==> src/rtl/lfsa_pkg.sv <==
// shared types, constants and helpers of the lowest free slot allocator
package lfsa_pkg;

   localparam int MAX_SEATS_DEF = 1024;
   localparam int CNT_W = 11;
   localparam int POS_W = 12;
   localparam int WORD_W = 32;
   localparam int BIT_W = $clog2(WORD_W);
   localparam int QUEUE_DEPTH = 2;
   localparam int SEAT_LIMIT = 2047;

   localparam logic [CNT_W-1:0] SEATS_RESET = 11'd1024;

   localparam logic ACTION_RESERVE = 1'b0;
   localparam logic ACTION_RELEASE = 1'b1;

   localparam logic [1:0] STATUS_OK    = 2'd0;
   localparam logic [1:0] STATUS_FULL  = 2'd1;
   localparam logic [1:0] STATUS_RANGE = 2'd2;

   typedef enum logic [1:0] {
      KIND_RESERVE,
      KIND_RELEASE,
      KIND_BAD
   } kind_type;

   typedef struct packed {
      kind_type         kind;
      logic [CNT_W-1:0] seat;
   } cmd_type;

   function automatic int seat_cap(input int max_seats);
      return (max_seats < SEAT_LIMIT) ? max_seats : SEAT_LIMIT;
   endfunction

   // index of the lowest set bit, zero when none
   function automatic logic [BIT_W-1:0] lowest_set(input logic [WORD_W-1:0] x);
      logic [WORD_W-1:0] onehot;
      logic [BIT_W-1:0]  idx;
      onehot = x & (~x + WORD_W'(1));
      idx = '0;
      for (int j = 0; j < WORD_W; j++) begin
         idx = idx | (onehot[j] ? BIT_W'(j) : '0);
      end
      return idx;
   endfunction

endpackage

==> src/rtl/lowest_free_slot_allocator.sv <==
// top level: slot count register, front end, command queue and bitmap engine
// answers: a release or reserve word answers once its bitmap row has been read, and a
// reserve search also reads each further row it crosses; rejected words and reserves with
// the pointer past the slot count answer straight from idle; the engine finishes one word
// before it pops the next, and after a grant a reserve reads rows one by one for the next free slot
// reset: busy stays high while the ceil(min(MAX_SEATS,2047)/32) bitmap rows (32 by default)
// are cleared; the result strobe cannot be stalled
module lowest_free_slot_allocator #(
   parameter int MAX_SEATS = lfsa_pkg::MAX_SEATS_DEF
) (
   input  logic                       clock,
   input  logic                       reset,
   input  logic                       start,
   output logic                       busy,
   input  logic                       req_action,
   input  logic [lfsa_pkg::CNT_W-1:0] req_seat,
   output logic                       rsp_valid,
   output logic [lfsa_pkg::CNT_W-1:0] rsp_granted_seat,
   output logic [1:0]                 rsp_status,
   input  logic                       csr_wr_en,
   input  logic [lfsa_pkg::CNT_W-1:0] csr_wr_data
);

   localparam int CNT_W = lfsa_pkg::CNT_W;
   localparam logic [CNT_W-1:0] CAP = CNT_W'(lfsa_pkg::seat_cap(MAX_SEATS));

   logic [CNT_W-1:0]  seats_ff;
   logic [CNT_W-1:0]  slot_count;
   logic              push;
   lfsa_pkg::cmd_type push_cmd;
   logic              pop;
   logic              q_valid;
   lfsa_pkg::cmd_type q_cmd;
   logic              q_full;
   logic              clearing;

   always_ff @(posedge clock) begin
      if (reset) begin
         seats_ff <= lfsa_pkg::SEATS_RESET;
      end else if (csr_wr_en) begin
         seats_ff <= csr_wr_data;
      end
   end

   assign slot_count = (seats_ff > CAP) ? CAP : seats_ff;

   lfsa_front u_front (
      .start      (start),
      .busy       (busy),
      .req_action (req_action),
      .req_seat   (req_seat),
      .slot_count (slot_count),
      .q_full     (q_full),
      .clearing   (clearing),
      .push       (push),
      .push_cmd   (push_cmd)
   );

   lfsa_queue u_queue (
      .clock    (clock),
      .reset    (reset),
      .push     (push),
      .push_cmd (push_cmd),
      .pop      (pop),
      .q_valid  (q_valid),
      .q_cmd    (q_cmd),
      .q_full   (q_full)
   );

   lfsa_back #(
      .MAX_SEATS (MAX_SEATS)
   ) u_back (
      .clock            (clock),
      .reset            (reset),
      .slot_count       (slot_count),
      .q_valid          (q_valid),
      .q_cmd            (q_cmd),
      .q_pop            (pop),
      .clearing         (clearing),
      .rsp_valid        (rsp_valid),
      .rsp_granted_seat (rsp_granted_seat),
      .rsp_status       (rsp_status)
   );

endmodule

==> src/rtl/lfsa_front.sv <==
// front end: takes request words and classifies them for the command queue
module lfsa_front (
   input  logic                           start,
   output logic                           busy,
   input  logic                           req_action,
   input  logic [lfsa_pkg::CNT_W-1:0]     req_seat,
   input  logic [lfsa_pkg::CNT_W-1:0]     slot_count,
   input  logic                           q_full,
   input  logic                           clearing,
   output logic                           push,
   output lfsa_pkg::cmd_type              push_cmd
);

   logic seat_ok;

   assign busy = q_full || clearing;
   assign push = start && !busy;
   assign seat_ok = (req_seat != '0) && (req_seat <= slot_count);

   always_comb begin
      push_cmd.seat = req_seat;
      if (req_action == lfsa_pkg::ACTION_RESERVE) begin
         push_cmd.kind = lfsa_pkg::KIND_RESERVE;
      end else if (seat_ok) begin
         push_cmd.kind = lfsa_pkg::KIND_RELEASE;
      end else begin
         push_cmd.kind = lfsa_pkg::KIND_BAD;
      end
   end

endmodule

==> src/rtl/lfsa_queue.sv <==
// short command queue between the front end and the bitmap engine
module lfsa_queue (
   input  logic              clock,
   input  logic              reset,
   input  logic              push,
   input  lfsa_pkg::cmd_type push_cmd,
   input  logic              pop,
   output logic              q_valid,
   output lfsa_pkg::cmd_type q_cmd,
   output logic              q_full
);

   localparam int DEPTH = lfsa_pkg::QUEUE_DEPTH;
   localparam int IDX_W = (DEPTH > 1) ? $clog2(DEPTH) : 1;
   localparam int CNT_W = $clog2(DEPTH + 1);

   lfsa_pkg::cmd_type entry_ff [DEPTH];
   logic [IDX_W-1:0]  wr_idx_ff;
   logic [IDX_W-1:0]  rd_idx_ff;
   logic [CNT_W-1:0]  count_ff;
   logic              do_push;
   logic              do_pop;

   assign q_valid = (count_ff != '0);
   assign q_full = (count_ff == CNT_W'(DEPTH));
   assign q_cmd = entry_ff[rd_idx_ff];
   assign do_push = push && !q_full;
   assign do_pop = pop && q_valid;

   always_ff @(posedge clock) begin
      if (do_push) begin
         entry_ff[wr_idx_ff] <= push_cmd;
      end
   end

   always_ff @(posedge clock) begin
      if (reset) begin
         wr_idx_ff <= '0;
         rd_idx_ff <= '0;
         count_ff <= '0;
      end else begin
         if (do_push) begin
            wr_idx_ff <= (wr_idx_ff == IDX_W'(DEPTH - 1)) ? '0 : wr_idx_ff + 1'b1;
         end
         if (do_pop) begin
            rd_idx_ff <= (rd_idx_ff == IDX_W'(DEPTH - 1)) ? '0 : rd_idx_ff + 1'b1;
         end
         if (do_push && !do_pop) begin
            count_ff <= count_ff + 1'b1;
         end else if (do_pop && !do_push) begin
            count_ff <= count_ff - 1'b1;
         end
      end
   end

endmodule

==> src/rtl/lfsa_back.sv <==
// bitmap engine: occupancy rows in memory, row-wide free search and pointer upkeep
module lfsa_back #(
   parameter int MAX_SEATS = lfsa_pkg::MAX_SEATS_DEF
) (
   input  logic                       clock,
   input  logic                       reset,
   input  logic [lfsa_pkg::CNT_W-1:0] slot_count,
   input  logic                       q_valid,
   input  lfsa_pkg::cmd_type          q_cmd,
   output logic                       q_pop,
   output logic                       clearing,
   output logic                       rsp_valid,
   output logic [lfsa_pkg::CNT_W-1:0] rsp_granted_seat,
   output logic [1:0]                 rsp_status
);

   localparam int CNT_W = lfsa_pkg::CNT_W;
   localparam int POS_W = lfsa_pkg::POS_W;
   localparam int WORD_W = lfsa_pkg::WORD_W;
   localparam int BIT_W = lfsa_pkg::BIT_W;
   localparam int CAP = lfsa_pkg::seat_cap(MAX_SEATS);
   localparam int ROWS = (CAP + WORD_W - 1) / WORD_W;
   localparam int ROW_W = (ROWS > 1) ? $clog2(ROWS) : 1;

   typedef enum logic [2:0] {
      ST_CLEAR,
      ST_IDLE,
      ST_FIND,
      ST_NEXT,
      ST_REL
   } state_type;

   logic [WORD_W-1:0] mem [ROWS];
   logic [WORD_W-1:0] rd_data_ff;

   state_type         state_ff;
   logic [ROW_W-1:0]  row_ff;
   logic [POS_W-1:0]  ptr_ff;
   lfsa_pkg::cmd_type cmd_ff;
   logic              rsp_valid_ff;
   logic [CNT_W-1:0]  rsp_seat_ff;
   logic [1:0]        rsp_status_ff;

   logic [POS_W-1:0]  count_pos;
   logic [POS_W-1:0]  last_idx;
   logic [ROW_W-1:0]  last_row;
   logic [POS_W-1:0]  lo_idx;
   logic [ROW_W-1:0]  lo_row;
   logic [POS_W-1:0]  head_rel_idx;
   logic [POS_W-1:0]  rel_idx;
   logic [WORD_W-1:0] mask_lo;
   logic [WORD_W-1:0] mask_hi;
   logic [WORD_W-1:0] free_bits;
   logic [WORD_W-1:0] free_next;
   logic [BIT_W-1:0]  pick;
   logic [BIT_W-1:0]  pick_next;
   logic [POS_W-1:0]  pick_pos;
   logic [POS_W-1:0]  pick_next_pos;
   logic              at_last_row;
   logic [ROW_W-1:0]  mem_raddr;
   logic              mem_we;
   logic [ROW_W-1:0]  mem_waddr;
   logic [WORD_W-1:0] mem_wdata;

   assign count_pos = {1'b0, slot_count};
   assign last_idx = count_pos - 1'b1;
   assign last_row = last_idx[ROW_W+BIT_W-1:BIT_W];
   assign lo_idx = ptr_ff - 1'b1;
   assign lo_row = lo_idx[ROW_W+BIT_W-1:BIT_W];
   assign head_rel_idx = {1'b0, q_cmd.seat} - 1'b1;
   assign rel_idx = {1'b0, cmd_ff.seat} - 1'b1;
   assign at_last_row = (row_ff == last_row);

   // candidate free bits of the current row inside [pointer, slot count]
   assign mask_lo = (row_ff == lo_row) ? ({WORD_W{1'b1}} << lo_idx[BIT_W-1:0])
                                       : {WORD_W{1'b1}};
   assign mask_hi = at_last_row
                    ? ({WORD_W{1'b1}} >> (BIT_W'(WORD_W - 1) - last_idx[BIT_W-1:0]))
                    : {WORD_W{1'b1}};
   assign free_bits = ~rd_data_ff & mask_lo & mask_hi;
   assign free_next = free_bits & (free_bits - 1'b1);
   assign pick = lfsa_pkg::lowest_set(free_bits);
   assign pick_next = lfsa_pkg::lowest_set(free_next);
   assign pick_pos = POS_W'({row_ff, pick}) + 1'b1;
   assign pick_next_pos = POS_W'({row_ff, pick_next}) + 1'b1;

   assign q_pop = (state_ff == ST_IDLE) && q_valid;
   assign clearing = (state_ff == ST_CLEAR);

   always_comb begin
      case (state_ff)
         ST_IDLE: begin
            if (q_cmd.kind == lfsa_pkg::KIND_RESERVE) begin
               mem_raddr = lo_row;
            end else begin
               mem_raddr = head_rel_idx[ROW_W+BIT_W-1:BIT_W];
            end
         end
         ST_FIND, ST_NEXT: mem_raddr = row_ff + 1'b1;
         default: mem_raddr = row_ff;
      endcase
   end

   always_comb begin
      mem_waddr = row_ff;
      case (state_ff)
         ST_CLEAR: begin
            mem_we = 1'b1;
            mem_wdata = '0;
         end
         ST_FIND: begin
            mem_we = (free_bits != '0);
            mem_wdata = rd_data_ff | (WORD_W'(1) << pick);
         end
         ST_REL: begin
            mem_we = 1'b1;
            mem_wdata = rd_data_ff & ~(WORD_W'(1) << rel_idx[BIT_W-1:0]);
         end
         default: begin
            mem_we = 1'b0;
            mem_wdata = rd_data_ff;
         end
      endcase
   end

   always_ff @(posedge clock) begin
      if (mem_we) begin
         mem[mem_waddr] <= mem_wdata;
      end
      rd_data_ff <= mem[mem_raddr];
   end

   always_ff @(posedge clock) begin
      if (reset) begin
         state_ff <= ST_CLEAR;
         row_ff <= '0;
         ptr_ff <= POS_W'(1);
         rsp_valid_ff <= 1'b0;
      end else begin
         rsp_valid_ff <= 1'b0;
         case (state_ff)
            ST_CLEAR: begin
               if (row_ff == ROW_W'(ROWS - 1)) begin
                  state_ff <= ST_IDLE;
               end else begin
                  row_ff <= row_ff + 1'b1;
               end
            end
            ST_IDLE: begin
               if (q_valid) begin
                  cmd_ff <= q_cmd;
                  case (q_cmd.kind)
                     lfsa_pkg::KIND_RESERVE: begin
                        if (ptr_ff > count_pos) begin
                           rsp_valid_ff <= 1'b1;
                           rsp_seat_ff <= '0;
                           rsp_status_ff <= lfsa_pkg::STATUS_FULL;
                        end else begin
                           row_ff <= lo_row;
                           state_ff <= ST_FIND;
                        end
                     end
                     lfsa_pkg::KIND_RELEASE: begin
                        row_ff <= head_rel_idx[ROW_W+BIT_W-1:BIT_W];
                        state_ff <= ST_REL;
                     end
                     default: begin
                        rsp_valid_ff <= 1'b1;
                        rsp_seat_ff <= '0;
                        rsp_status_ff <= lfsa_pkg::STATUS_RANGE;
                     end
                  endcase
               end
            end
            ST_FIND: begin
               if (free_bits != '0) begin
                  rsp_valid_ff <= 1'b1;
                  rsp_seat_ff <= pick_pos[CNT_W-1:0];
                  rsp_status_ff <= lfsa_pkg::STATUS_OK;
                  if (free_next != '0) begin
                     ptr_ff <= pick_next_pos;
                     state_ff <= ST_IDLE;
                  end else if (at_last_row) begin
                     ptr_ff <= count_pos + 1'b1;
                     state_ff <= ST_IDLE;
                  end else begin
                     row_ff <= row_ff + 1'b1;
                     state_ff <= ST_NEXT;
                  end
               end else if (at_last_row) begin
                  rsp_valid_ff <= 1'b1;
                  rsp_seat_ff <= '0;
                  rsp_status_ff <= lfsa_pkg::STATUS_FULL;
                  state_ff <= ST_IDLE;
               end else begin
                  row_ff <= row_ff + 1'b1;
               end
            end
            ST_NEXT: begin
               if (free_bits != '0) begin
                  ptr_ff <= pick_pos;
                  state_ff <= ST_IDLE;
               end else if (at_last_row) begin
                  ptr_ff <= count_pos + 1'b1;
                  state_ff <= ST_IDLE;
               end else begin
                  row_ff <= row_ff + 1'b1;
               end
            end
            ST_REL: begin
               rsp_valid_ff <= 1'b1;
               rsp_seat_ff <= '0;
               rsp_status_ff <= lfsa_pkg::STATUS_OK;
               if ({1'b0, cmd_ff.seat} < ptr_ff) begin
                  ptr_ff <= {1'b0, cmd_ff.seat};
               end
               state_ff <= ST_IDLE;
            end
            default: state_ff <= ST_IDLE;
         endcase
      end
   end

   assign rsp_valid = rsp_valid_ff;
   assign rsp_granted_seat = rsp_seat_ff;
   assign rsp_status = rsp_status_ff;

   a_quiet_clear: assert property (@(posedge clock) disable iff (reset)
      (state_ff == ST_CLEAR) |-> !rsp_valid_ff)
      else $error("response during bitmap clear");

   a_ptr_nonzero: assert property (@(posedge clock) disable iff (reset)
      ptr_ff != '0)
      else $error("free pointer at zero");

   a_reject_no_seat: assert property (@(posedge clock) disable iff (reset)
      (rsp_valid_ff && (rsp_status_ff != lfsa_pkg::STATUS_OK)) |-> (rsp_seat_ff == '0))
      else $error("rejected word carries a seat");

   a_grant_range: assert property (@(posedge clock) disable iff (reset)
      (rsp_valid_ff && (rsp_seat_ff != '0)) |-> (rsp_seat_ff <= slot_count))
      else $error("granted seat beyond slot count");

   a_write_state: assert property (@(posedge clock) disable iff (reset)
      mem_we |-> ((state_ff == ST_CLEAR) || (state_ff == ST_FIND) || (state_ff == ST_REL)))
      else $error("bitmap write outside a writing state");

endmodule
==> config.mk <==
export PLATFORM = sky130hd
export DESIGN_NAME = lowest_free_slot_allocator
export DESIGN_NICKNAME = d
export VERILOG_FILES = /design/src/rtl/lfsa_pkg.sv /design/src/rtl/lowest_free_slot_allocator.sv /design/src/rtl/lfsa_front.sv /design/src/rtl/lfsa_queue.sv /design/src/rtl/lfsa_back.sv
export SDC_FILE = /design/constraint.sdc
export NUM_CORES = 2
export LEC_CHECK = 0
export BUFFER_PORTS_ARGS = -buffer_cell sky130_fd_sc_hd__buf_2
export CORE_MARGIN = 8
export CORE_UTILIZATION = 35
export CTS_CLUSTER_SIZE = 8
export DETAILED_ROUTE_END_ITERATION = 16
export PLACE_DENSITY_LB_ADDON = 0.25
export SYNTH_ARGS = -nofsm -noshare
export SYNTH_HDL_FRONTEND = slang
export SYNTH_SLANG_ARGS = --single-unit
==> constraint.sdc <==
create_clock -name clock -period 20.4 [get_ports clock]
set_input_delay 4.08 -clock clock [delete_from_list [all_inputs] [get_ports clock]]
set_output_delay 4.08 -clock clock [all_outputs]
set_load 0.02 [all_outputs]
==> out/summary.txt <==
Number of synthesized flops with an enable pin - 1074
Row count - 138
Postcts setup bufs - 0
Multiplexer share of the synthesized area - 15.1%
Post-synthesis xor/xnor area fraction - 0.995%
Via density - 5.57
Fin Setup TNS - 0 ns
Final Hold Fails - 0
Number of synthesis warnings - 0
Fillers - 12700
Initial Utilization - 35.1%
Worst Setup Start Kind - flip-flop
Final Net Count - 3240
Mapped cell area - 49600 um2
Min-delay worst type - reg2reg
Mapped Nets - 3104
Layout Cells excl Fill - 5130
Final setup fails - 0
Synth Area in Compound Gates - 6.76%
Worst reg-to-reg path cell count - 17
Slowest CP cell - nor2_4
Clk_skew - 0.0464 ns
Slew Limit Headroom - 11.2%
Post-cts sizing count - 0
Vias in the first global route - 28500
Final worst-path cycle share - 40.8%
Cells along the critical path - clkinv_1, nand2_1, ha_1, nand3b_1, or4_4, o311ai_4, xnor2_4, nor3_4, a221oi_1, nor4_1, and4_1, and2_1, nand2_1, nand2_1, nand2_1, nand2_1, nor2_4
Number of port buffers - 41
WL per Instance - 26.2 um
RSZ-0062 raised after global routing - no
Synth Register Bits - 1143
Most frequent CP cell - nand2_1
Cts bufs inserted - 162
DIE WIDTH - 392 um
Dpl cells - 4886
DRC - 0
Worst-Margin Slew - 1.33 ns
H-tree depth - 4
Initial antenna violation count - 4
Final hold slack - 0.507 ns
DRT antenna net count - 0
GRT Overall Usage - 17.2%
Max cap viols - 0
Minimum clock period - 8.32 ns
Total core area - 141000 um2
Synth Area in Simple Gates - 6.24%
CP Max Fanout - 32
Leakage power - 17.0 nW
I/O pin cnt - 42
Worst path bufs/invs - 1
Largest net degree at the start of global routing - 100
CTS root buf - clkbuf_16
Drt first pass iters - 6
Fmax - 0.120 GHz
Global-route wire length before repair - 196 mm
CTS tree - done
Sequential Area - 33600 um2
Top delay family on crit path - simple AND/OR/NAND/NOR gates
Synth cell types - 96
Initial DRC Count - 2900
Critical Path RT - 20.76 ns
Overflow after GRT - 0
Clock Latency Late Sink - 0.77 ns
Main combinational cell family by area after synthesis - multiplexers
Adder-cell share of the synthesized area - 1.42%
Critical path class - reg2reg
Top_reg_cell synth - edfxtp_1
Crit path depth - 17
Die area - 154000 um2
Mapped Cells - 3024
CP peak stage delay - 1.04 ns
Clock Pin Slew Worst Setup and Hold Paths - 0.05 ns
Final WS setup - 12.08 ns
Avg Cell Area, Syn - 16.4 um2
Post-synthesis sequential area ratio - 67.9%
CTS Hold Bufs - 0
Longest Clk Path Bufs - 3
Hold Path Depth - 2
Setup WS pre-CTS - 12.20 ns
Area growth, synth to finish - 15.8%
PD cells - 96.0 nW/um2
Final core utilization - 40.7%
Share of cells above drive strength 1 - 23.0%
Post-synth ARST share - 0%
Post-Route WL - 134 mm
Vias after detailed routing - 28600
CP Capture Type - flip-flop
Sink Count - 1143
Hpwl dp - 83.6 mm
Area of the multi-input gates - 15600 um2
Die Ht - 392 um
Status - complete, no violations
Arr. time, crit path - 8.68 ns
Final GP Congestion - 0.927
Max VDD drop - 0.0000741 V
Slew Limit Fails - 0
-- where the power goes --
part	internal (W)	switching [W]	leakage, nW	total, W
clock network	0.00149	0.000983	2.26	0.00247
logic	0.000159	0.000261	5.67	0.000420
registers	0.00257	0.0000359	9.08	0.00261
-- sequential cells by signal, indices dropped and copies added (netlist names), named ones only --
name                     count
u_back.rsp_valid             1
u_queue.rd_idx_ff            1
u_back.cmd_ff               11
u_back.rsp_granted_seat     11
u_back.rd_data_ff           32
u_back.rsp_status            2
seats_ff                    11
u_queue.wr_idx_ff            1
u_back.mem                1024
u_back.ptr_ff               12
u_queue.entry_ff            26
u_back.state_ff              3
u_queue.count_ff             2
u_back.mem_waddr             5
-- synth_stat cells, drive strengths merged, types with 6 or more instances --
library cell	count	area share, %
a2111oi	6	0.11
a211o	11	0.19
a211oi	16	0.28
a21o	11	0.17
a21oi	112	1.2
a221o	11	0.22
a221oi	14	0.29
a22oi	6	0.091
a31oi	22	0.28
and2	13	0.16
and3	15	0.19
and4	7	0.12
buf	47	0.39
clkbuf	105	0.80
dfxtp	69	2.8
edfxtp	1074	65
ha	53	1.3
inv	52	0.39
mux2	75	1.7
mux2i	88	1.8
mux4	256	12
nand2	176	1.3
nand2b	25	0.32
nand3	33	0.33
nand3b	7	0.11
nand4	22	0.30
nor2	186	1.4
nor2b	26	0.33
nor3	46	0.54
nor3b	7	0.11
nor4	19	0.28
o211ai	42	0.66
o21ai	183	1.8
o22ai	12	0.15
o31ai	12	0.19
o32ai	6	0.11
or2	11	0.14
or3	13	0.16
or4	8	0.14
xnor2	35	0.66
xor2	14	0.25
-- cell type report --
class | instances | area share (%)
multi-input cells | 1674 | 27.2
flip-flops and latches | 1143 | 58.6
well taps | 1890 | 4.12
clock buffers | 228 | 7.68
inverters | 55 | 0.360
diodes | 2 | 0.00872
clock inverters | 14 | 0.547
repair buffers | 124 | 1.47
-- logic make-up after synthesis --
kind of cell	count (synthesis)
adder cells (fa/ha/maj)	57
multiplexers	419
AO/OA/AOI/OAI	520
XOR/XNOR	51
buffers and inverters	207
AND/OR/NAND/NOR	627
flip-flops	1143
-- per-layer routing --
metal / GRT usage (%) / up-vias / wire [um]
met5: 0 / - / 0
met4: 4.66 / 0 / 3040
met3: 2.94 / 203 / 8540
met2: 26.3 / 1011 / 60900
met1: 25.3 / 14900 / 61800
li1: - / 12400 / -
-- placed cells by master, fill, tap and decap left out, types with 53 or more instances in the layout --
cell type / n
clkbuf_16: 165
edfxtp_1: 1074
dfxtp_1: 69
buf_4: 82
ha_1: 53
mux2i_1: 88
nand2_1: 176
a21oi_1: 106
clkbuf_1: 59
mux2_2: 75
nor2_1: 154
o21ai_0: 141
mux4_2: 256
-- worst register-to-register path: stages, from the launching register on --
cell and delay, ns:
dfxtp_1 0.80, clkinv_1 0.53, nand2_1 0.35, ha_1 0.44
nand3b_1 0.11, or4_4 0.44, o311ai_4 0.15, xnor2_4 0.24
nor3_4 0.17, a221oi_1 0.88, nor4_1 0.16, and4_1 0.32
and2_1 0.27, nand2_1 0.55, nand2_1 0.51, nand2_1 0.37
nand2_1 0.54, nor2_4 1.05
-- final timing paths --
| kind | startpoint | end | slack, ns |
|---|---|---|---|
| min | u_queue.rd_idx_ff | u_queue.rd_idx_ff | 0.51 |
| min reg2reg | u_queue.rd_idx_ff | u_queue.rd_idx_ff | 0.51 |
| max reg2reg | seats_ff[10] | u_back.mem[4][10] | 12.08 |
| max | seats_ff[10] | u_back.mem[4][10] | 12.08 |
-- stage by stage --
stage               power [W]  instance area [um2]
floorplan             0.00292                49600
global placement      0.00308                52600
detailed placement    0.00307                52600
CTS                   0.00556                57400
global route          0.00569                57400
finish                0.00550                57400
Note: power is estimated with default switching activity, not from simulation.
